### src/hw/rtl/aop_pkg.sv
`default_nettype none
package aop_pkg;

  localparam int FIELD_W = 32;
  // Width of a world corner or a direction component.
  localparam int AW = FIELD_W + 1;
  // Width of an overlap extent.
  localparam int OW = AW + 1;
  // Width of the sum of two squared directions.
  localparam int SQ_W = 2 * AW;
  // Width of the square root remainder.
  localparam int RW = AW + 3;

  typedef struct packed {
    logic signed [FIELD_W-1:0] self_min_x;
    logic signed [FIELD_W-1:0] self_min_y;
    logic signed [FIELD_W-1:0] self_max_x;
    logic signed [FIELD_W-1:0] self_max_y;
    logic signed [FIELD_W-1:0] pos_x;
    logic signed [FIELD_W-1:0] pos_y;
    logic signed [FIELD_W-1:0] pos_z;
    logic signed [FIELD_W-1:0] other_min_x;
    logic signed [FIELD_W-1:0] other_min_y;
    logic signed [FIELD_W-1:0] other_max_x;
    logic signed [FIELD_W-1:0] other_max_y;
  } aop_req_t;

  typedef struct packed {
    logic                      overlapping;
    logic                      pushed;
    logic signed [FIELD_W-1:0] closest_x;
    logic signed [FIELD_W-1:0] closest_y;
    logic signed [FIELD_W-1:0] closest_z;
    logic signed [FIELD_W-1:0] push_x;
    logic signed [FIELD_W-1:0] push_y;
  } aop_rsp_t;

  // Classified item handed from the front part to the back part.
  typedef struct packed {
    logic                      overlapping;
    logic                      pushed;
    logic                      on_x;
    logic signed [FIELD_W-1:0] closest_x;
    logic signed [FIELD_W-1:0] closest_y;
    logic signed [FIELD_W-1:0] closest_z;
    logic [AW-1:0]             ax;
    logic [AW-1:0]             ay;
    logic                      dneg;
    logic [AW-1:0]             ad;
    logic [OW-1:0]             ov;
  } aop_cls_t;

endpackage
`default_nettype wire

### src/hw/rtl/aop_fifo.sv
`default_nettype none
module aop_fifo
  import aop_pkg::*;
#(
  parameter int DEPTH = 4
) (
  input  wire logic     clk,
  input  wire logic     rst,
  input  wire logic     push,
  input  wire aop_cls_t wdata,
  output logic          full,
  input  wire logic     pop,
  output logic          not_empty,
  output aop_cls_t      rdata
);

  localparam int PW = (DEPTH > 1) ? $clog2(DEPTH) : 1;
  localparam int CW = $clog2(DEPTH + 1);

  aop_cls_t        mem [DEPTH];
  logic [PW-1:0]   wptr, rptr;
  logic [CW-1:0]   count;
  logic            do_push, do_pop;

  assign full      = (count == CW'(DEPTH));
  assign not_empty = (count != '0);
  assign do_push   = push && !full;
  assign do_pop    = pop && not_empty;
  assign rdata     = mem[rptr];

  always_ff @(posedge clk) begin
    if (rst) begin
      wptr  <= '0;
      rptr  <= '0;
      count <= '0;
    end else begin
      if (do_push) begin
        wptr <= (wptr == PW'(DEPTH - 1)) ? '0 : wptr + 1'b1;
      end
      if (do_pop) begin
        rptr <= (rptr == PW'(DEPTH - 1)) ? '0 : rptr + 1'b1;
      end
      count <= count + CW'(do_push) - CW'(do_pop);
    end
    if (do_push) begin
      mem[wptr] <= wdata;
    end
  end

endmodule
`default_nettype wire

### config.mk
export PLATFORM = sky130hd
export DESIGN_NAME = aop_fifo
export DESIGN_NICKNAME = d
export VERILOG_FILES = /design/src/hw/rtl/aop_pkg.sv /design/src/hw/rtl/aop_fifo.sv
export SDC_FILE = /design/constraint.sdc
export NUM_CORES = 1
export LEC_CHECK = 0
export ABC_AREA = 1
export BUFFER_PORTS_ARGS = -buffer_cell sky130_fd_sc_hd__buf_2
export CORE_MARGIN = 2
export CORE_UTILIZATION = 55
export DETAILED_ROUTE_END_ITERATION = 8
export PLACE_DENSITY_LB_ADDON = 0.08
export SKIP_LAST_GASP = 1
export SLEW_MARGIN = 0
export SYNTH_ARGS = -nofsm -noshare
export SYNTH_HDL_FRONTEND = slang
export SYNTH_SLANG_ARGS = --single-unit
### constraint.sdc
create_clock -name clk -period 34.2 [get_ports clk]
set_input_delay 5.13 -clock clk [delete_from_list [all_inputs] [get_ports clk]]
set_output_delay 5.13 -clock clk [all_outputs]
set_load 0.1 [all_outputs]
==> qor.yml <==
routedWlPerCell_um: 21.8
cts_sinks: 941
routed_wl_um: 80500
die_h_um: 256
dr.pass1.iters: 5
synthTopCellsByArea: "edfxtp_1 80%, o21ai_0 6.0%, nor2_1 5.2%"
cts_buffers: 93
synth_edf_count: 932
die_x_um: 256
nNetsFinal: 3000
viasPerCell: 5.66
grt-ovfl-total: 0
antenna_found_initial: 32
avgSynthCellArea_um2: 15.1
hp-class: "register to register"
h-tree-depth: 3
worst_pin_slew_ns: 1.22
yosysTopAreaCell: "edfxtp_1"
cts_root_buf: "clkbuf_16"
synth_top_area_share_pct: 80.2
finalClockSkew_ns: 0.0251
drt-met1-wl_um: 32700
synth_area_um2: 34900
crit_type: "register to output port"
setup-violations-final: 0
synthCells: 2317
io_pins: 472
drc: 0
grt_first_pass_wirelength_um: 120000
postCtsHoldBufs: 0
fin_util_pct: 65.0
clk_pin_slew_ns: 0.06
die_area_um2: 65500
dr_wl_met3_um: 6380
initial_core_util_pct: 55.4
slew_headroom_pct: 18.8
fmax_mhz: 114
grt_pass1_vias: 20200
drive_above_1_share_pct: 22.7
ys_ff_latch: 941
worst-path-max-fanout: 99
cp.arrival_ns: 3.65
hp-start: "rptr[0]"
r2r_start: "count[1]"
route.met2.wl_um: 39000
cts_buffer_depth: 3
row_count: 92
rsz0062_at_grt: "no"
cp-start-kind: "register"
insertion_delay_ns: 0.64
setup-tns-final_ns: 0
cap_violations: 0
ys_warn_count: 0
routabilityCongestion: 0.789
reg2reg_to: "mem[2][181]"
cp-end-kind: "output port"
cts_post_setup_buffers_inserted: 0
ant_nets: 0
grt_max_degree: 257
grt_use_total_pct: 24.0
ys.flop_type: "edfxtp_1"
crit_end: "rdata[215]"
report.final.slew_viol_count: 0
rr_worst_depth: 6
area_delta_synth_final_pct: 17.3
slowest_stage: "buf_4"
cts-resized-gates: 0
slowest_delay_ns: 0.70
synth_fp_nets: 2562
hpwlAfterDp_um: 45800
holdWs_ns: 0.504
crit_required_ns: 29.07
outcome: "finished clean"
rrSetupSlack_ns: 30.41
drtIter0Drc: 1633
synth.distinct_cells: 22
fin_crit_sh_pct: 25.7
worstPathCellList: "inv_6, buf_4, o21ai_0, o22ai_1, buf_2"
coreArea_um2: 63000
cts_tree: "built"
min_period_ns: 8.78
top_layer: "met5"
synth-async-reset-ratio_pct: 0
port_buffers: 471
vias: 20900
hold_violations: 0
yosysSeqAreaShare_pct: 80.7
==> final cells by class <==
type	instances	area [um2]
Clock inverter	62	753
Timing Repair Buffer	497	2580
Clock buffer	111	2440
Tap cell	846	1060
Fill cell	4579	22000
Sequential cell	941	28200
Multi-Input combinational cell	1207	5830
Inverter	15	73.8
Antenna cell	20	50.0
==> worst min-delay path by stage <==
| stage | depth (start not counted) | endpoint | slack (ns) |
|---|---|---|---|
| global route | 2 | register | 0.53 |
| global placement | 2 | register | 0.50 |
| detailed placement | 2 | register | 0.50 |
| floorplan | 2 | register | 0.48 |
| finish | 2 | register | 0.50 |
| CTS | 2 | register | 0.51 |
==> cells by family (layout without fill, tap and decap cells) <==
family,after synthesis,count (layout),synth area share (%)
flip-flops,941,941,80.7
AO/OA/AOI/OAI,701,701,10.9
AND/OR/NAND/NOR,497,497,5.38
buffers and inverters,169,685,2.71
adder cells (fa/ha/maj),8,8,0.308
XOR/XNOR,1,1,0.0251
other,0,20,0
==> metal layers <==
layer  global-route usage (%)  vias up
li1                         -     9691
met1                     31.9    10500
met2                     38.5      595
met3                     7.26      169
met4                     7.62       28
met5                        0        -
==> registers in the layout, indices dropped and copies added (netlist names), named ones only <==
signal	count
wptr	2
mem	932
count	3
rptr	2
==> Yosys cell counts, types with 2 or more instances <==
| master | count |
|---|---|
| edfxtp_1 | 932 |
| nor2_1 | 483 |
| o21ai_0 | 416 |
| o22ai_1 | 233 |
| buf_2 | 69 |
| clkbuf_1 | 52 |
| o21ai_1 | 50 |
| buf_6 | 25 |
| inv_1 | 13 |
| nand2_1 | 10 |
| dfxtp_1 | 9 |
| buf_4 | 8 |
| ha_1 | 7 |
| nand3b_1 | 2 |
==> metrics by stage <==
| step | setup slack (ns) | std cells | area (um2) |
|---|---|---|---|
| finish | 25.42 | 3699 | 41000 |
| global route | 25.10 | 3689 | 40900 |
| CTS | 25.29 | 3679 | 40900 |
| detailed placement | 25.70 | 3506 | 37700 |
| global placement | 25.66 | 3506 | 37700 |
| floorplan | 18.44 | 2317 | 34900 |
==> cell usage in the layout, fill, tap and decap left out <==
master,instances
nor2_1,479
nand2_1,10
clkinv_8,3
buf_12,2
bufinv_16,17
or2_2,1
a21oi_1,1
inv_6,3
dfxtp_4,2
nor2_4,4
a21boi_0,1
fa_1,1
ha_1,7
diode_2,20
o22ai_1,233
clkinvlp_4,3
clkinv_2,18
o21ai_1,50
nand3_1,1
inv_1,13
clkbuf_16,95
edfxtp_1,932
buf_4,24
buf_2,471
xnor2_1,1
dfxtp_1,7
clkbuf_1,16
nand3b_1,2
clkinv_4,1
clkinv_1,19
o21ai_0,416
==> critical path: cells and delay by family, from the launching register on <==
kind            cells  cell delay [ns]
buf+inv             3             1.86
flops               1             0.54
compound gates      2             0.45
Power is not shown: default switching activity piles up to over one toggle a cycle in this logic, so the estimate is an artifact.
